`config.mk`:
```
export PLATFORM = sky130hd
export DESIGN_NAME = base64_stream_codec
export DESIGN_NICKNAME = d
export VERILOG_FILES = /design/src/design/b64_pkg.sv /design/src/design/b64_front.sv /design/src/design/b64_queue.sv /design/src/design/b64_back.sv /design/src/design/base64_stream_codec.sv
export SDC_FILE = /design/constraint.sdc
export NUM_CORES = 1
export LEC_CHECK = 0
export BUFFER_PORTS_ARGS = -buffer_cell sky130_fd_sc_hd__clkbuf_2
export CORE_ASPECT_RATIO = 1.75
export CORE_MARGIN = 1.5
export CORE_UTILIZATION = 33
export DETAILED_ROUTE_END_ITERATION = 8
export SLEW_MARGIN = 20
export SYNTH_ARGS = -nofsm -noshare
export SYNTH_HDL_FRONTEND = slang
export SYNTH_SLANG_ARGS = --single-unit
```
`constraint.sdc`:
```
create_clock -name i_clk -period 3.59 [get_ports i_clk]
set_input_delay 0.718 -clock i_clk [delete_from_list [all_inputs] [get_ports i_clk]]
set_output_delay 0.718 -clock i_clk [all_outputs]
set_load 0.05 [all_outputs]
```
`src/design/b64_pkg.sv`:
```
// Package for the base64 stream codec: payload and job types, queue sizing,
// alphabet and character classification functions. No dependencies.
package b64_pkg;

    localparam int unsigned QDEPTH = 4;
    localparam int unsigned QPTR_W = $clog2(QDEPTH);
    localparam int unsigned QCNT_W = $clog2(QDEPTH + 1);

    localparam logic [7:0] PAD_CHAR   = 8'h3D;
    localparam logic [5:0] SEXTET_MSK = 6'h3F;

    localparam logic DIR_ENCODE = 1'b0;
    localparam logic DIR_DECODE = 1'b1;

    localparam logic REG_DIRECTION = 1'b0;

    typedef struct packed {
        logic [7:0] in_byte;
        logic       in_last;
    } t_in;

    typedef struct packed {
        logic [7:0] out_byte;
        logic       out_last;
        logic       bad_char;
    } t_out;

    typedef struct packed {
        logic        dir;
        logic [23:0] bits;
        logic [2:0]  count;
        logic [2:0]  nchars;
        logic        last;
        logic        bad;
    } t_job;

    function automatic logic [7:0] char_of(input logic [5:0] v);
        logic [7:0] c;
        if (v < 6'd26) begin
            c = 8'd65 + {2'b00, v};
        end else if (v < 6'd52) begin
            c = 8'd97 + {2'b00, v} - 8'd26;
        end else if (v < 6'd62) begin
            c = 8'd48 + {2'b00, v} - 8'd52;
        end else if (v == 6'd62) begin
            c = 8'd43;
        end else begin
            c = 8'd47;
        end
        return c;
    endfunction

    // bit 6 flags a character outside the alphabet
    function automatic logic [6:0] sextet_of(input logic [7:0] c);
        logic [6:0] r;
        if (c >= 8'd65 && c <= 8'd90) begin
            r = {1'b0, 6'(c - 8'd65)};
        end else if (c >= 8'd97 && c <= 8'd122) begin
            r = {1'b0, 6'(c - 8'd97 + 8'd26)};
        end else if (c >= 8'd48 && c <= 8'd57) begin
            r = {1'b0, 6'(c - 8'd48 + 8'd52)};
        end else if (c == 8'd43) begin
            r = {1'b0, 6'd62};
        end else if (c == 8'd47) begin
            r = {1'b0, 6'd63};
        end else begin
            r = {1'b1, 6'd0};
        end
        return r;
    endfunction

endpackage

```
`src/design/b64_front.sv`:
```
// Front end of the base64 codec: takes input transfers, gathers groups and
// pushes one job per group that yields output. Depends on b64_pkg.
module b64_front (
    input  logic             i_clk,
    input  logic             i_rst_n,
    input  logic             i_dir,
    input  logic             i_clear,
    input  logic             i_valid,
    input  b64_pkg::t_in     i_data,
    output logic             o_ready,
    input  logic             i_q_full,
    output logic             o_push,
    output b64_pkg::t_job    o_job
);

    logic [23:0] r_bits, n_bits;
    logic [1:0]  r_fill, n_fill;
    logic [1:0]  r_pad,  n_pad;
    logic        r_err,  n_err;

    logic        accept;
    logic [23:0] gb;
    logic [2:0]  n_cnt;
    logic        is_pad;
    logic [6:0]  sx;
    logic [5:0]  v;
    logic [1:0]  pad_next;
    logic        err_next;
    logic [2:0]  nbytes;

    assign o_ready = !i_q_full;
    assign accept  = i_valid && o_ready;

    always_comb begin
        n_bits   = r_bits;
        n_fill   = r_fill;
        n_pad    = r_pad;
        n_err    = r_err;
        o_push   = 1'b0;
        o_job    = '0;
        o_job.dir  = i_dir;
        o_job.last = i_data.in_last;
        gb       = '0;
        n_cnt    = {1'b0, r_fill} + 3'd1;
        is_pad   = (i_data.in_byte == b64_pkg::PAD_CHAR);
        sx       = b64_pkg::sextet_of(i_data.in_byte);
        v        = is_pad ? 6'd0 : (sx[5:0] & b64_pkg::SEXTET_MSK);
        pad_next = (is_pad && r_pad != 2'd3) ? r_pad + 2'd1 : r_pad;
        err_next = r_err | (!is_pad & sx[6]);
        nbytes   = (pad_next == 2'd3) ? 3'd0 : 3'd3 - {1'b0, pad_next};
        if (i_clear) begin
            n_bits = '0;
            n_fill = '0;
            n_pad  = '0;
            n_err  = 1'b0;
        end else if (accept) begin
            if (i_dir == b64_pkg::DIR_ENCODE) begin
                gb = {r_bits[15:0], i_data.in_byte};
                if (n_cnt < 3'd3 && !i_data.in_last) begin
                    n_bits = gb;
                    n_fill = n_cnt[1:0];
                end else begin
                    case (n_cnt)
                        3'd1:    o_job.bits = {gb[7:0], 16'd0};
                        3'd2:    o_job.bits = {gb[15:0], 8'd0};
                        default: o_job.bits = gb;
                    endcase
                    o_job.count  = 3'd4;
                    o_job.nchars = n_cnt + 3'd1;
                    o_push = 1'b1;
                    n_bits = '0;
                    n_fill = '0;
                    n_pad  = '0;
                    n_err  = 1'b0;
                end
            end else begin
                gb = {r_bits[17:0], v};
                if (r_fill != 2'd3) begin
                    if (i_data.in_last) begin
                        n_bits = '0;
                        n_fill = '0;
                        n_pad  = '0;
                        n_err  = 1'b0;
                    end else begin
                        n_bits = gb;
                        n_fill = r_fill + 2'd1;
                        n_pad  = pad_next;
                        n_err  = err_next;
                    end
                end else begin
                    o_job.bits   = gb;
                    o_job.count  = nbytes;
                    o_job.nchars = 3'd0;
                    o_job.bad    = err_next;
                    o_push = (nbytes != 3'd0);
                    n_bits = '0;
                    n_fill = '0;
                    n_pad  = '0;
                    n_err  = 1'b0;
                end
            end
        end
    end

    always_ff @(posedge i_clk) begin
        if (!i_rst_n) begin
            r_bits <= '0;
            r_fill <= '0;
            r_pad  <= '0;
            r_err  <= 1'b0;
        end else begin
            r_bits <= n_bits;
            r_fill <= n_fill;
            r_pad  <= n_pad;
            r_err  <= n_err;
        end
    end

endmodule

```
`src/design/b64_queue.sv`:
```
// Job queue between the front and back ends of the base64 codec.
// Small register FIFO sized by b64_pkg::QDEPTH. Depends on b64_pkg.
module b64_queue (
    input  logic           i_clk,
    input  logic           i_rst_n,
    input  logic           i_push,
    input  b64_pkg::t_job  i_job,
    output logic           o_full,
    input  logic           i_pop,
    output logic           o_valid,
    output b64_pkg::t_job  o_job
);

    b64_pkg::t_job r_mem [b64_pkg::QDEPTH];
    logic [b64_pkg::QPTR_W-1:0] r_wr, n_wr;
    logic [b64_pkg::QPTR_W-1:0] r_rd, n_rd;
    logic [b64_pkg::QCNT_W-1:0] r_cnt, n_cnt;
    logic do_push, do_pop;

    assign o_full  = (r_cnt == b64_pkg::QCNT_W'(b64_pkg::QDEPTH));
    assign o_valid = (r_cnt != '0);
    assign o_job   = r_mem[r_rd];
    assign do_push = i_push && !o_full;
    assign do_pop  = i_pop && o_valid;

    always_comb begin
        n_wr  = do_push ? r_wr + 1'b1 : r_wr;
        n_rd  = do_pop  ? r_rd + 1'b1 : r_rd;
        n_cnt = r_cnt;
        if (do_push && !do_pop) begin
            n_cnt = r_cnt + 1'b1;
        end else if (do_pop && !do_push) begin
            n_cnt = r_cnt - 1'b1;
        end
    end

    always_ff @(posedge i_clk) begin
        if (do_push) begin
            r_mem[r_wr] <= i_job;
        end
    end

    always_ff @(posedge i_clk) begin
        if (!i_rst_n) begin
            r_wr  <= '0;
            r_rd  <= '0;
            r_cnt <= '0;
        end else begin
            r_wr  <= n_wr;
            r_rd  <= n_rd;
            r_cnt <= n_cnt;
        end
    end

endmodule

```
`src/design/b64_back.sv`:
```
// Back end of the base64 codec, depends on b64_pkg: takes jobs from the queue
// and emits one char or byte per cycle via an output register unless stalled.
module b64_back (
    input  logic           i_clk,
    input  logic           i_rst_n,
    input  logic           i_q_valid,
    input  b64_pkg::t_job  i_job,
    output logic           o_pop,
    output logic           o_valid,
    output b64_pkg::t_out  o_data,
    input  logic           i_ready
);

    b64_pkg::t_job r_job, n_job;
    logic          r_busy, n_busy;
    logic [1:0]    r_idx, n_idx;
    logic          r_out_valid, n_out_valid;
    b64_pkg::t_out r_out, n_out;

    logic          load;
    logic          final_item;
    logic [5:0]    sext;
    b64_pkg::t_out item;

    assign load       = !r_out_valid || i_ready;
    assign final_item = ({1'b0, r_idx} + 3'd1 == r_job.count);
    assign o_pop      = i_q_valid && (!r_busy || (load && final_item));
    assign o_valid    = r_out_valid;
    assign o_data     = r_out;

    always_comb begin
        case (r_idx)
            2'd0:    sext = r_job.bits[23:18];
            2'd1:    sext = r_job.bits[17:12];
            2'd2:    sext = r_job.bits[11:6];
            default: sext = r_job.bits[5:0];
        endcase
        item.out_last = final_item && r_job.last;
        item.bad_char = r_job.bad;
        if (r_job.dir == b64_pkg::DIR_ENCODE) begin
            item.out_byte = ({1'b0, r_idx} < r_job.nchars) ?
                            b64_pkg::char_of(sext) : b64_pkg::PAD_CHAR;
        end else begin
            case (r_idx)
                2'd0:    item.out_byte = r_job.bits[23:16];
                2'd1:    item.out_byte = r_job.bits[15:8];
                default: item.out_byte = r_job.bits[7:0];
            endcase
        end
    end

    always_comb begin
        n_job       = r_job;
        n_busy      = r_busy;
        n_idx       = r_idx;
        n_out_valid = r_out_valid;
        n_out       = r_out;
        if (load) begin
            n_out_valid = r_busy;
            if (r_busy) begin
                n_out = item;
                if (final_item) begin
                    n_busy = 1'b0;
                end else begin
                    n_idx = r_idx + 2'd1;
                end
            end
        end
        if (o_pop) begin
            n_job  = i_job;
            n_busy = 1'b1;
            n_idx  = '0;
        end
    end

    always_ff @(posedge i_clk) begin
        r_job <= n_job;
        r_out <= n_out;
    end

    always_ff @(posedge i_clk) begin
        if (!i_rst_n) begin
            r_busy      <= 1'b0;
            r_idx       <= '0;
            r_out_valid <= 1'b0;
        end else begin
            r_busy      <= n_busy;
            r_idx       <= n_idx;
            r_out_valid <= n_out_valid;
        end
    end

endmodule

```
`src/design/base64_stream_codec.sv`:
```
// The first result of a group passes through the job queue, the back end's job
// register and its output register; results then follow one per cycle unless
// i_ready stalls. One input transfer is taken per cycle while the job queue
// has room; the back end emits one result per cycle while i_ready allows.
// Reset: synchronous, active low; clears direction (encode), group state,
// queue and output valid flag. Top level; depends on b64_pkg and submodules.
module base64_stream_codec (
    input  logic          i_clk,
    input  logic          i_rst_n,
    input  logic          i_valid,
    input  b64_pkg::t_in  i_data,
    output logic          o_ready,
    output logic          o_valid,
    output b64_pkg::t_out o_data,
    input  logic          i_ready,
    input  logic          psel,
    input  logic          penable,
    input  logic          pwrite,
    input  logic [2:0]    paddr,
    input  logic [31:0]   pwdata,
    output logic [31:0]   prdata,
    output logic          pready
);

    logic          r_dir, n_dir;
    logic          wr_dir;
    logic          push, pop, q_full, q_valid;
    b64_pkg::t_job f_job, q_job;

    assign pready = 1'b1;
    assign wr_dir = psel && penable && pwrite && pready
                    && (paddr[2] == b64_pkg::REG_DIRECTION);
    assign n_dir  = wr_dir ? pwdata[0] : r_dir;
    assign prdata = (paddr[2] == b64_pkg::REG_DIRECTION) ? {31'd0, r_dir} : 32'd0;

    always_ff @(posedge i_clk) begin
        if (!i_rst_n) begin
            r_dir <= b64_pkg::DIR_ENCODE;
        end else begin
            r_dir <= n_dir;
        end
    end

    b64_front u_front (
        .i_clk    (i_clk),
        .i_rst_n  (i_rst_n),
        .i_dir    (r_dir),
        .i_clear  (wr_dir),
        .i_valid  (i_valid),
        .i_data   (i_data),
        .o_ready  (o_ready),
        .i_q_full (q_full),
        .o_push   (push),
        .o_job    (f_job)
    );

    b64_queue u_queue (
        .i_clk   (i_clk),
        .i_rst_n (i_rst_n),
        .i_push  (push),
        .i_job   (f_job),
        .o_full  (q_full),
        .i_pop   (pop),
        .o_valid (q_valid),
        .o_job   (q_job)
    );

    b64_back u_back (
        .i_clk     (i_clk),
        .i_rst_n   (i_rst_n),
        .i_q_valid (q_valid),
        .i_job     (q_job),
        .o_pop     (pop),
        .o_valid   (o_valid),
        .o_data    (o_data),
        .i_ready   (i_ready)
    );

endmodule
```
After elaboration in Yosys (flattened, before gate mapping)
Memories as Yosys holds them, arrays and structs flattened. A register that Yosys moved wholly into a read port is not among the register bits.
Cells that the tools add are included.

storage, ports and cells
  register bits after elaboration = 45
  bits in writable memories = 132
  input port bits = 51
  logic and storage cells = 157
  memories kept = 1

memory list
  memory         words  width  rd ports  clocked after memory_dff  wr ports  RTL line         source
  u_queue.r_mem  4      33     1         1                         1         b64_queue.sv:14  b64_pkg::t_job r_mem [b64_pkg::QDEPTH];

operators by class
  $add $sub $neg = 21
  order comparisons = 11
  equal/unequal tests = 14
  multiplexer cells = 56
  bitwise gates (word level) = 5
  reduce and logical (&&, ||, !) cells = 35

operator list
  kind                                                             count
  2-to-1 mux 30 bit                                                5
  2-to-1 mux 18 bit                                                4
  one-hot mux 24 bit (2 select lines)                              1
  2-to-1 mux 8 bit                                                 5
  2-to-1 mux 7 bit                                                 5
  == test 8 x 6 -> 1 bit (second input constant)                   3
  2-to-1 mux 1 bit                                                 20
  2-to-1 mux 2 bit                                                 9
  one-hot mux 6 bit (3 select lines)                               1
  adder 7 x 6 -> 8 bit (first input constant)                      2
  >= comparator 8 x 7 -> 1 bit (second input constant)             2
  less-or-equal comparator 8 x 7 -> 1 bit (second input constant)  2
  logical AND 1 bit                                                16
  one-hot mux 8 bit (2 select lines)                               1
  less-than comparator 6 bit (second input constant)               2
  2-to-1 mux 3 bit                                                 4
  subtractor 6 bit (second input constant)                         2
  adder 2 x 1 -> 2 bit (second input constant)                     5
  >= comparator 8 x 6 -> 1 bit (second input constant)             1
  less-or-equal comparator 8 x 6 -> 1 bit (second input constant)  1
  subtractor 8 x 5 -> 8 bit (second input constant)                1
  subtractor 8 x 6 -> 8 bit (second input constant)                1
  adder 6 x 6 -> 7 bit (first input constant)                      1
  logical NOT 1 bit                                                7
  other kinds (29)                                                 41

Logic depth before layout (Yosys ltp)
Gate-level depths: netlist of run 1.

  depth in word-level cells = 15
  mapped depth = 13

By module
Synthesis of run 1 repeated with hierarchy kept, for this count alone.

unflattened totals
  cells, all modules = 771
  area total of the unflattened synthesis = 10,179.8 um^2

by module, submodules not included
  module               times used  cells each  area an instance (um^2)  seq. area each (um^2)
  b64_queue            1           221         5,298.8                  4,144.0
  b64_back             1           190         2,302.2                  1,371.3
  b64_front            1           320         2,273.4                  460.4
  base64_stream_codec  1           40          305.3                    20.0

Worst setup path before layout of run 1
OpenSTA, ideal clock, no wires.

  path kind = in2reg
  from = input port i_data[2] in the netlist's numbering
  to = register u_queue.r_cnt[2] in the netlist's numbering
  setup time = 0.076 ns
  data arrival time = 3.178 ns
  setup slack = 0.337 ns
  cell stages on the path = 13
  path buffers = 1
  cells stage by stage = clkbuf_1 -> inv_1 -> ha_1 -> nand3_1 -> o311ai_1 -> o211ai_2 -> a21oi_4 -> ha_1 -> inv_1 -> fa_1 -> xor2_1 -> or3_1 -> a21boi_0

between the ends
  word-level cells in the longest chain between the ends = 14
  elaborated cells on any way between the ends = 17
  those cells by class = 1 x add/sub; 2 x eq/ne; 7 x mux; 7 x reduce/logical

RTL lines
  element                                                     RTL line                   source
  start, declared                                             base64_stream_codec.sv:11  input b64_pkg::t_in i_data,
  == test 8 x 6 -> 1 bit (*)                                  b64_front.sv:45            is_pad = (i_data.in_byte == b64_pkg::PAD_CHAR);
  logical AND 1 bit (*)                                       b64_front.sv:48            pad_next = (is_pad && r_pad != 2'd3) ? r_pad + 2'd1 : r_pad;
  2-to-1 mux 2 bit (*)                                        b64_front.sv:48
  subtractor 2 x 2 -> 3 bit or == test 2 bit (tied branches)  b64_front.sv:50            nbytes = (pad_next == 2'd3) ? 3'd0 : 3'd3 - {1'b0, pad_next};
  2-to-1 mux 3 bit (*)                                        b64_front.sv:50
  nonzero test 3 bit (*)                                      b64_front.sv:95            o_push = (nbytes != 3'd0);
  2-to-1 mux 1 bit (*)                                        b64_front.sv:78            if (r_fill != 2'd3) begin
  2-to-1 mux 1 bit (*)                                        b64_front.sv:57            if (i_dir == b64_pkg::DIR_ENCODE) begin
  2-to-1 mux 1 bit (*)                                        b64_front.sv:56            end else if (accept) begin
  2-to-1 mux 1 bit (*)                                        b64_front.sv:51            if (i_clear) begin
  logical AND 1 bit (*)                                       b64_queue.sv:23            assign do_push = i_push && !o_full;
  net u_queue.do_push                                         b64_queue.sv:18            logic do_push, do_pop;
  logical NOT 1 bit                                           b64_queue.sv:32            end else if (do_pop && !do_push) begin
  logical AND 1 bit                                           b64_queue.sv:32
  nonzero test 2 bit (no source line)                         --
  end signal, assigned                                        b64_queue.sv:51            r_cnt <= n_cnt;
  end, declared                                               b64_queue.sv:17            logic [b64_pkg::QCNT_W-1:0] r_cnt, n_cnt;

The timed path passes the listed nets; every way through them passes the cells marked *.
A chain may end at the register's enable or synchronous reset.

==> results of run 1 <==
## cell usage in the layout, fill, tap and decap left out, types with 4 or more instances in the layout
cell type / synthesis / layout
buf_4: 33 / 36
conb_1: 2 / 32
a211oi_1: 6 / 6
edfxtp_1: 175 / 175
buf_12: 0 / 5
inv_1: 32 / 32
nor3_1: 30 / 30
nand2b_1: 5 / 5
dfxtp_1: 35 / 34
a21oi_1: 29 / 29
nand2_1: 48 / 48
mux2i_1: 4 / 4
nand3_1: 13 / 13
nor2_1: 48 / 48
and2_1: 12 / 12
a222oi_1: 6 / 6
nor3b_1: 9 / 9
clkbuf_2: 0 / 30
xnor2_1: 15 / 15
a21boi_0: 4 / 4
a31oi_1: 13 / 13
a22o_1: 9 / 9
bufinv_16: 0 / 4
a221oi_1: 20 / 20
mux4_2: 33 / 33
ha_1: 34 / 34
a22oi_1: 11 / 11
xor2_1: 4 / 4
a32oi_1: 4 / 4
clkbuf_16: 0 / 21
o21ai_0: 29 / 29
nor2b_1: 10 / 10
## report_power, final
part | leakage [nW] | switching, mW | internal, mW
clock network | 0.347 | 0.907 | 1.37
registers | 1.95 | 0.304 | 3.21
logic | 1.76 | 1.79 | 1.19
total | 4.05 | 3.00 | 5.77
## registers in the layout, indices dropped and copies added (netlist names)
signal          count
u_front.r_fill      2
u_back.item         1
u_back.o_data      10
u_back.r_idx        2
u_back.r_job       32
u_queue.r_cnt       3
u_back.o_valid      1
u_front.r_err       1
u_queue.r_wr        2
r_dir               1
u_front.r_bits     18
u_queue.r_mem     132
u_front.r_pad       2
u_queue.r_rd        2
u_back.r_busy       1
## path summary, 6_finish.rpt
path / from / end / slack [ns] / cells after the start
hold / removal: pwdata[0] / r_dir$_SDFFE_PN0P_ / 0.46 / 3
setup reg to reg: u_back.r_idx[1]$_SDFFE_PP0P_ / u_back.o_data[9]$_DFFE_PP_ / 0.20 / 10
setup / recovery: u_back.r_idx[1]$_SDFFE_PP0P_ / u_back.o_data[9]$_DFFE_PP_ / 0.20 / 10
hold reg to reg: u_back.item[0]$_DFFE_PP_ / u_back.o_data[0]$_DFFE_PP_ / 0.47 / 0
## synthesized netlist by cell type, drive strengths merged, types with 2 or more instances
library cell  number  share of area (%)
a22oi             11               0.82
a21boi             5               0.37
a211oi             6               0.45
nor3b              9               0.67
edfxtp           175                 52
or3                2               0.12
a221oi            20                1.7
a32o               3               0.30
inv               32                1.2
clkbuf            30                1.1
mux2i              4               0.40
a222oi             6               0.60
o31ai              2               0.15
o211ai             2               0.20
o22ai              3               0.19
a21oi             31                1.7
nand2b             5               0.31
or4                2               0.19
and2              12               0.75
a22o               9               0.78
nor3              30                1.5
dfxtp             35                7.0
a31oi             13               0.81
xor2               4               0.35
nand2             48                1.8
xnor2             15                1.3
conb               2              0.075
o21ai             32                1.6
o311ai             2               0.17
a32oi              4               0.35
a21o               3               0.22
o31a               2               0.17
ha                34                4.2
o21bai             3               0.22
or2                2               0.12
nor2              48                1.8
and3               2               0.12
a221o              2               0.20
nor2b             10               0.62
o21a               3               0.22
mux4              33                7.4
buf               45                3.0
nand3             13               0.65
## tightest hold or removal path, delay by kind of cell
family                 cells  cell delay, ns
AO/OA/AOI/OAI              1            0.06
buffers and inverters      1            0.08
AND/OR/NAND/NOR            1            0.04
## routing by layer
metal  up-vias  wire length (um)  track usage (%)
li1       2996                 -                -
met2       165             12400             28.3
met3        37               777             1.32
met4         0               780             6.72
met5         -                 0                0
met1      3156              8000             14.5
## stage by stage
stage	area [um2]	hold WS [ns]
floorplan	10200	0.400
global placement	10800	0.461
detailed placement	10800	0.462
CTS	11500	0.440
global route	11500	0.470
finish	11500	0.457
## final cells by class
cell class	count	area, um2
clock buffer	22	529
timing repair buffer	71	520
inverter	32	120
tap	387	484
multi-input combinational	487	3690
fill	2919	18600
sequential	210	5960
clock inverter	14	184
## logic make-up (layout without fill, tap and decap cells)
| kind of cell | after synthesis | in the layout | synth area share (%) |
|---|---|---|---|
| muxes | 38 | 38 | 7.89 |
| buffers and inverters | 107 | 139 | 5.32 |
| AOI/OAI and AO/OA | 172 | 172 | 12.2 |
| DFF | 210 | 210 | 59.1 |
| and+or+nand+nor | 191 | 191 | 9.34 |
| adders and majority gates | 35 | 35 | 4.42 |
| other | 2 | 32 | 0.0746 |
| xor gates and xnor gates | 19 | 19 | 1.65 |
==> reports/qor.yml, run 1 <==
run_status:
  status: "finished clean"
critical_path:
  kind_of_cell_adding_the_most_delay_to_the_critical_path: "compound AO/OA/AOI/OAI gates"
  crit_top_cell: "ha_1"
  cp-start-kind: "flip-flop"
  setup.worst_path.class: "flip-flop to flip-flop"
  arrival_ns: 3.59
  cell_with_the_biggest_individual_delay_on_the_critical_path: "a222oi_1"
  crit_path_max_incr_delay_ns: 0.59
  cp-end-kind: "flip-flop"
  worst-endpoint-required_ns: 3.79
  timing.critical_path.fanout_max: 9
  critPathBufInv: 1
  ordered_cell_list_for_the_critical_path: "inv_1 -> ha_1 -> a222oi_1 -> a21boi_1 -> ha_1 -> and2_1 -> a221o_1 -> and4_1 -> a31oi_1 -> o21ai_0"
place:
  gpl.final_weighted_congestion: 0.886
  place_hpwl_um: 16000
  port_buffers: 30
  numPlacedInstances: 1187
  detailedPlace.worstSlack_ns: 0.181
timing:
  setup_viol: 0
  final_period_minus_worst_setup_slack_ns: 3.39
  rsz0062_at_grt: "no"
  final.setup.tns_ns: 0
  setup_slack_ns: 0.200
  min_period_over_period_pct: 94.4
  fmax_mhz: 295
  timing.final.hold_violations: 0
  final.setup_skew_ns: 0.0114
  timing.max_slew.rel_slack_pct: 41.5
  final_max_slew_viol_count: 0
  worstMarginPinSlew_ns: 0.875
global_route:
  number_of_global_route_vias_before_repair: 6434
  maximum_number_of_pins_on_one_net_before_global_route_repair: 34
  first_pass_grt_wire_length_um: 34800
  antenna_found_initial: 0
  groute.usage.overall_pct: 14.2
  overflow: 0
synthesis:
  ys_seq_area_share_pct: 59.1
  synth_top_flop_cell: "edfxtp_1"
  synth.distinct_cells: 73
  number_of_enable_flip_flop_cells_after_synthesis: 175
  syn_inst: 774
  ys_warn_count: 0
  synth.ff_latch_count: 210
  synthesis.area_per_instance_um2: 13.0
  async_reset_ff_share_pct: 0
  netlist_area_um2: 10100
route:
  drc: 0
  route.detailed.wl_per_inst_um: 18.0
  routed-via-count: 6354
  post_drt_via_cell_ratio: 5.20
  drtAntennaViolNets: 0
  detail_route.iter0.violations: 323
  postRouteWirelength_um: 22000
  first_pass_iters: 4
floorplan:
  initial_core_util_pct: 33.5
  die_w_um: 135
  floorplan.io_pins: 96
  design.die.area_um2: 31600
  die_height_um: 234
  core_region_area_um2: 30100
  num_rows: 84
layout:
  synthToLayoutAreaGrowth_pct: 14.1
  nNetsFinal: 908
  finish.utilization_pct: 38.2
  final_layout_size_suffix_gt1_share_pct: 17.2
  antenna_cells: 0
  instances_no_fill: 1223
clocking:
  worst_skew_pair.late_latency_ns: 0.50
  cts.htree.levels: 1
  cts.root.buffer_cell: "clkbuf_16"
  cts_tree: "yes"
  cts.repair.resized: 0
  worst_setup_hold_path_clk_slew_ns: 0.07
  post-cts-setup-buffers: 0
  tritoncts_buffer_count: 20
  tritoncts_num_sinks: 210
  cts_hold_buf: 0
  max-clock-path-buffers: 3
pwr:
  total_leakage_power_nw: 4.05
  peakVddDrop_mv: 0.559
  total_power_mw: 8.77
  cellPowerDensity_nw_per_um2: 764
worst_hold_path:
  worstHoldPathType: "input pin to flip-flop"
flow_run:
  drv.max_cap_violation_count: 0
(Power assumes the default switching activity.)
==> run 2, diff against run 1 <==
CTS_BUF_LIST = sky130_fd_sc_hd__clkbuf_16   (was unset)
==> run 2 against run 1 <==
Sequential power barely moved. Hold slack did not move. Clock skew barely moved. Flip-flop and latch count did not move. Maximum frequency barely moved. Critical path depth did not move. Clock-buffer cell count fell by 1. Cell count did not move. Setup slack barely moved. Critical endpoint unchanged. Largest power group unchanged.
==> reports/qor.yml, run 2 (same netlist as run 1, synthesis figures left out) <==
run_status:
  status: "finished clean"
layout:
  largest_reg_flops: 132  # unchanged
  most_flop_heavy_register: "u_queue.r_mem"
  biggestRegsByFlops: "u_queue.r_mem x132, u_back.r_job x32, u_front.r_bits x18"
  final_common_cell: "edfxtp_1"
  nNetsFinal: 908  # unchanged
  synthToLayoutAreaGrowth_pct: 14.1  # unchanged
  antenna_cells: 0  # unchanged
  finish.utilization_pct: 38.2  # unchanged
  nFillCells: 2919  # unchanged
  multi_input_comb_area_um2: 3690  # unchanged
  final_layout_size_suffix_gt1_share_pct: 17.2  # unchanged
  sequential_cell_area_um2: 5960  # unchanged
  highest_count_cells_in_the_layout_ignoring_fill_and_taps: "edfxtp_1 (175), nor2_1 (48), nand2_1 (48)"
global_route:
  overflow: 0  # unchanged
  maximum_number_of_pins_on_one_net_before_global_route_repair: 34  # unchanged
  first_pass_grt_wire_length_um: 34800  # unchanged
  number_of_global_route_vias_before_repair: 6434  # unchanged
  antenna_found_initial: 0  # unchanged
  groute.usage.overall_pct: 14.2  # unchanged
clocking:
  tritoncts_buffer_count: 20  # unchanged
  cts.htree.levels: 1  # unchanged
  max-clock-path-buffers: 3  # unchanged
  cts.root.buffer_cell: "clkbuf_16"
  cts.repair.resized: 0  # unchanged
  worst_skew_pair.late_latency_ns: 0.50  # about the same
  cts_tree: "yes"
  worst_setup_hold_path_clk_slew_ns: 0.07  # about the same
  tritoncts_num_sinks: 210  # unchanged
  cts_hold_buf: 0  # unchanged
  post-cts-setup-buffers: 0  # unchanged
timing:
  setup_viol: 0  # unchanged
  timing.max_slew.rel_slack_pct: 41.5  # unchanged
  final.setup_skew_ns: 0.0114  # +0.000000100 ns
  final_max_slew_viol_count: 0  # unchanged
  fmax_mhz: 295  # about the same
  rsz0062_at_grt: "no"
  timing.final.hold_violations: 0  # unchanged
  min_period_over_period_pct: 94.4  # about the same
  final_period_minus_worst_setup_slack_ns: 3.39  # +0.000215 ns
  worstMarginPinSlew_ns: 0.875  # unchanged
  final.setup.tns_ns: 0  # unchanged
floorplan:
  design.die.area_um2: 31600  # unchanged
  initial_core_util_pct: 33.5  # unchanged
  floorplan.io_pins: 96  # unchanged
  die_height_um: 234  # unchanged
  core_region_area_um2: 30100  # unchanged
  num_rows: 84  # unchanged
  die_w_um: 135  # unchanged
pwr:
  peakVddDrop_mv: 0.559  # about the same
  total_leakage_power_nw: 4.06  # +0.10%
  cellPowerDensity_nw_per_um2: 764  # about the same
  total_power_mw: 8.77  # about the same
worst_hold_path:
  worstHoldPathType: "input pin to flip-flop"
  hold_path_depth: 3  # unchanged
critical_path:
  cell_with_the_biggest_individual_delay_on_the_critical_path: "a222oi_1"
  ff2ff_setup_slack_ns: 0.20  # about the same
  cp-start-kind: "flip-flop"
  kind_of_cell_adding_the_most_delay_to_the_critical_path: "compound AO/OA/AOI/OAI gates"
  critPathBufInv: 1  # unchanged
  cp_num_cells: 10  # unchanged
  crit_path_max_incr_delay_ns: 0.59  # about the same
  rr_worst_depth: 10  # unchanged
  timing.critical_path.fanout_max: 9  # unchanged
  r2r-end: "u_back.o_data[9]$_DFFE_PP_"
  setup.worst_path.class: "flip-flop to flip-flop"
  crit_top_cell: "ha_1"
  arrival_ns: 3.59  # about the same
  worst-endpoint-required_ns: 3.79  # about the same
  critical_path.startpoint: "u_back.r_idx[1]$_SDFFE_PP0P_"
  cp-end-kind: "flip-flop"
  critical_path.endpoint: "u_back.o_data[9]$_DFFE_PP_"
  ordered_cell_list_for_the_critical_path: "inv_1 -> ha_1 -> a222oi_1 -> a21boi_1 -> ha_1 -> and2_1 -> a221o_1 -> and4_1 -> a31oi_1 -> o21ai_0"
  r2r_start: "u_back.r_idx[1]$_SDFFE_PP0P_"
route:
  drtAntennaViolNets: 0  # unchanged
  routed-via-count: 6354  # unchanged
  first_pass_iters: 4  # unchanged
  detail_route.wirelength.met1_um: 8000  # about the same
  route.met3.wl_um: 777  # unchanged
  routed-wl-met2_um: 12400  # about the same
  highest-signal-layer: "met4"
  post_drt_via_cell_ratio: 5.20  # unchanged
  postRouteWirelength_um: 22000  # unchanged
  drc: 0  # unchanged
  detail_route.iter0.violations: 323  # unchanged
  route.detailed.wl_per_inst_um: 18.0  # unchanged
flow_run:
  drv.max_cap_violation_count: 0  # unchanged
place:
  place_hpwl_um: 16000  # unchanged
  port_buffers: 30  # unchanged
  gpl.final_weighted_congestion: 0.886  # unchanged
==> run 2: cell count changes in the layout (fill, tap and decap cells not counted), sizes merged <==
cell / delta
inv: +1
clkbuf: -1
==> run 2: worst min path at each step <==
| stage | startpoint | end | slack, ns |
|---|---|---|---|
| floorplan | u_back.item[0]$_DFFE_PP_ | u_back.o_data[0]$_DFFE_PP_ | 0.40 |
| global placement | u_back.item[0]$_DFFE_PP_ | u_back.o_data[0]$_DFFE_PP_ | 0.46 |
| detailed placement | u_back.item[0]$_DFFE_PP_ | u_back.o_data[0]$_DFFE_PP_ | 0.46 |
| CTS | pwdata[0] | r_dir$_SDFFE_PN0P_ | 0.44 |
| global route | pwdata[0] | r_dir$_SDFFE_PN0P_ | 0.47 |
| finish | pwdata[0] | r_dir$_SDFFE_PN0P_ | 0.46 |
==> run 2: metal layers <==
metal,vias to the layer above,GRT usage (%)
met4,0,6.72
li1,2996,-
met2,165,28.3
met3,37,1.32
met1,3156,14.5
met5,-,0
==> run 2: cell type report <==
type                    count  share of cell area [%]
flip-flops and latches    210                    51.9
multi-input cells         487                    32.1
clock buffers              21                    4.58
repair buffers             71                    4.53
well taps                 387                    4.22
clock inverters            15                    1.63
inverters                  32                    1.05
==> run 2: power by group <==
part	total [mW]	leakage, nW	switching [mW]	internal (mW)
clock	2.27	0.351	0.907	1.36
combinational	2.99	1.76	1.79	1.19
sequential	3.51	1.95	0.304	3.21
total	8.77	4.06	3.00	5.77
==> run 2: worst min-delay path, stage by stage <==
cell,delay [ns]
clkbuf_2,0.08
nand2_1,0.04
a21boi_0,0.06
==> run 2: metrics by stage <==
stage / cells / worst slack (ns) / hold WS [ns] / cell area, um2
finish: 1223 / 0.200 / 0.457 / 11500
CTS: 1223 / 0.201 / 0.440 / 11500
detailed placement: 1187 / 0.181 / 0.462 / 10800
global placement: 1187 / 0.225 / 0.461 / 10800
floorplan: 804 / 0.337 / 0.400 / 10200
global route: 1223 / 0.00400 / 0.470 / 11500
==> run 3, diff against run 2 <==
ABC_AREA = 1   (was unset)
==> run 3 against run 2 <==
Clock power shrank 9.7%. Total power shrank 0.39%. Clock skew shrank 0.00079 ns. Maximum frequency grew 14%. Synthesized cell count grew 37%. Synthesized area grew 3.6%. Cell count grew 23%. Flip-flop and latch count is the same. First-iteration DRC count grew 36%. Global-route usage grew 0.88 points. Non-clock buffer count shrank 18. Register-to-register slack gained 0.42 ns. Critical path type unchanged.
==> reports/qor.yml, run 3 <==
global_route:
  first_pass_grt_wire_length_um: 37900  # +8.7%
  overflow: 0  # unchanged
  antenna_found_initial: 0  # unchanged
  number_of_global_route_vias_before_repair: 7325  # +14%
  groute.usage.overall_pct: 15.1  # +0.88 points
  maximum_number_of_pins_on_one_net_before_global_route_repair: 68  # +100%
pwr:
  power.share.sequential_pct: 39.2  # -0.9 points
  swShare_pct: 38.9  # +4.7 points
  power_frac_comb_pct: 37.3  # +3.2 points
  net-switching-power_mw: 3.40  # +13%
  total_leakage_power_nw: 4.33  # +6.9%
  pwr-share-clk_pct: 23.4  # -2.5 points
  cellPowerDensity_nw_per_um2: 751  # -1.7%
  peakVddDrop_mv: 0.643  # +15%
  power.internal_mw: 5.33  # -7.5%
clocking:
  worst_setup_hold_path_clk_slew_ns: 0.06  # about the same
  cts.repair.resized: 0  # unchanged
  cts_tree: "yes"
  cts.htree.levels: 1  # unchanged
  tritoncts_buffer_count: 20  # unchanged
  worst_skew_pair.late_latency_ns: 0.50  # about the same
  cts_hold_buf: 0  # unchanged
  post-cts-setup-buffers: 0  # unchanged
  max-clock-path-buffers: 3  # unchanged
  cts.root.buffer_cell: "clkbuf_16"
  tritoncts_num_sinks: 210  # unchanged
synthesis:
  most_frequent_cells_after_synthesis: "nand2_1 (183), edfxtp_1 (175), nor2_1 (128)"
  netlist_area_um2: 10400  # +3.6%
  ys_seq_area_share_pct: 57.1  # -2.1 points
  ys_warn_count: 0  # unchanged
  synth.ff_latch_count: 210  # unchanged
  synth.distinct_cells: 46  # -37%
  synthDominantCellAreaShare_pct: 50.4  # -1.8 points
  number_of_enable_flip_flop_cells_after_synthesis: 175  # unchanged
  netlist.top_cell.by_area: "edfxtp_1"
  synth_top_flop_cell: "edfxtp_1"
  synthesis.area_per_instance_um2: 9.82  # -25%
  synthTopCellsByArea: "edfxtp_1 (50%), dfxtp_1 (6.7%), nand2_1 (6.6%)"
  syn_inst: 1062  # +37%
  most_numerous_cell_in_the_yosys_netlist: "nand2_1"
  async_reset_ff_share_pct: 0  # unchanged
timing:
  min_period_over_period_pct: 82.9  # -12 points
  fmax_mhz: 336  # +14%
  final_max_slew_viol_count: 0  # unchanged
  final.setup.tns_ns: 0  # unchanged
  setup_viol: 0  # unchanged
  setup_slack_ns: 0.615  # +0.415 ns
  final.setup_skew_ns: 0.0106  # -0.000794 ns
  final.hold.worst_slack_ns: 0.436  # -0.0211 ns
  worstMarginPinSlew_ns: 0.743  # -0.132 ns
  final_period_minus_worst_setup_slack_ns: 2.98  # -0.415 ns
  rsz0062_at_grt: "no"
  timing.final.hold_violations: 0  # unchanged
  timing.max_slew.rel_slack_pct: 49.9  # +8.4 points
route:
  first_pass_iters: 5  # +1
  route.detailed.wl_per_inst_um: 16.2  # -9.8%
  postRouteWirelength_um: 24300  # +11%
  detail_route.iter0.violations: 439  # +36%
  drc: 0  # unchanged
  drtAntennaViolNets: 0  # unchanged
  routed-via-count: 7499  # +18%
  post_drt_via_cell_ratio: 4.99  # -4.0%
worst_hold_path:
  worstHoldStart: "u_back.item[0]$_DFFE_PP_"
  hold_path_depth: 0  # -3
  whs_endpoint: "u_back.o_data[0]$_DFFE_PP_"
  worstHoldPathType: "flip-flop to flip-flop"
floorplan:
  floorplan.io_pins: 96  # unchanged
  core_region_area_um2: 31300  # +4.2%
  design.die.area_um2: 32700  # +3.5%
  num_rows: 86  # +2.4%
  initial_core_util_pct: 33.3  # -0.19 points
  die_w_um: 137  # +1.7%
  die_height_um: 238  # +1.8%
critical_path:
  arrival_ns: 3.23  # -0.36 ns
  ff2ff_setup_slack_ns: 0.61  # +0.42 ns
  cp-start-kind: "flip-flop"
  cp-end-kind: "flip-flop"
  r2r-end: "u_back.o_data[4]$_DFFE_PP_"
  worst-endpoint-required_ns: 3.85  # +0.06 ns
  setup.worst_path.class: "flip-flop to flip-flop"
  timing.critical_path.fanout_max: 9  # unchanged
  r2r_start: "u_back.r_idx[0]$_SDFFE_PP0P_"
  rr_worst_depth: 15  # +5
run_status:
  status: "finished clean"
flow_run:
  drv.max_cap_violation_count: 0  # unchanged
layout:
  biggestRegsByFlops: "u_queue.r_mem x132, u_back.r_job x32, u_front.r_bits x18"
  final_layout_size_suffix_gt1_share_pct: 11.3  # -5.9 points
  largest_reg_flops: 132  # unchanged
  final_area_um2: 11600  # +1.3%
  antenna_cells: 0  # unchanged
  highest_count_cells_in_the_layout_ignoring_fill_and_taps: "nand2_1 (183), edfxtp_1 (175), nor2_1 (124)"
  most_flop_heavy_register: "u_queue.r_mem"
  nNetsFinal: 1180  # +30%
  final_common_cell: "nand2_1"
  synthToLayoutAreaGrowth_pct: 11.6
place:
  dpl_cell_area_um2: 11000  # +2.1%
  detailedPlace.worstSlack_ns: 0.289  # +0.108 ns
  place_hpwl_um: 17200  # +7.7%
  port_buffers: 30  # unchanged
  gpl.final_weighted_congestion: 0.896  # +1.2%
==> run 3: kinds of logic after synthesis <==
group | after synthesis | share of synthesized area (%)
and+or+nand+nor | 396 | 16.2
xor gates and xnor gates | 20 | 1.75
other | 2 | 0.0720
buffers and inverters | 162 | 7.52
adders and majority gates | 35 | 4.27
AOI/OAI and AO/OA | 237 | 13.1
DFF | 210 | 57.1
==> run 3: metrics by stage <==
| step | power (mW) | util (%) | instances |
|---|---|---|---|
| floorplan | 5.85 | - | 1092 |
| global placement | 6.70 | 35.1 | 1468 |
| detailed placement | 6.75 | 35.1 | 1468 |
| CTS | 8.80 | 37.2 | 1504 |
| global route | 9.29 | 37.2 | 1504 |
| finish | 8.74 | 37.2 | 1504 |
==> run 3: per-layer routing <==
| metal | vias to the layer above | global-route usage (%) | share of wire, % |
|---|---|---|---|
| li1 | 3664 | - | - |
| met1 | 3576 | 15.6 | 37 |
| met2 | 191 | 28.8 | 55 |
| met3 | 68 | 1.49 | 3.0 |
| met4 | 0 | 8.33 | 4.7 |
| met5 | - | 0 | 0 |
==> run 3: worst max path at each step <==
| stage | start | to | slack, ns |
|---|---|---|---|
| global route | u_back.r_idx[0]$_SDFFE_PP0P_ | u_back.o_data[6]$_DFFE_PP_ | 0.38 |
| detailed placement | i_data[3] | u_queue.r_mem[0][12]$_DFFE_PP_ | 0.29 |
| CTS | u_back.r_idx[0]$_SDFFE_PP0P_ | u_back.o_data[4]$_DFFE_PP_ | 0.62 |
| finish | u_back.r_idx[0]$_SDFFE_PP0P_ | u_back.o_data[4]$_DFFE_PP_ | 0.61 |
| floorplan | i_data[2] | u_queue.r_mem[0][0]$_DFFE_PP_ | -0.03 |
| global placement | i_data[3] | u_queue.r_mem[1][10]$_DFFE_PP_ | 0.32 |
==> run 3: power by group through the flow <==
| stage | Combinational (mW) | Sequential [mW] | Clock [mW] |
|---|---|---|---|
| after floorplan | 2.24 | 3.61 | 0 |
| after global placement | 3.22 | 3.48 | 0 |
| after detailed placement | 3.27 | 3.48 | 0 |
| after CTS | 3.28 | 3.43 | 2.09 |
| after global routing | 3.64 | 3.46 | 2.18 |
| final | 3.26 | 3.43 | 2.05 |
==> run 3: worst max-delay path, cell delays in order, from the launching register on <==
cell,delay [ns]
dfxtp_1,0.44
inv_1,0.12
ha_1,0.35
nand2_1,0.16
nand2_1,0.11
o21bai_2,0.33
inv_1,0.12
ha_1,0.22
nand2_1,0.06
nand2_1,0.06
nor2_2,0.29
inv_1,0.16
nand3_1,0.11
o211ai_1,0.08
nand2_1,0.08
inv_1,0.03
==> run 3: final cells by class <==
cell class / instances / area (um2)
fillers: 3061 / 19700
flip-flops and latches: 210 / 5960
multi-input cells: 720 / 3840
clock buffers: 21 / 526
well taps: 396 / 495
repair buffers: 53 / 373
inverters: 89 / 337
clock inverters: 15 / 113
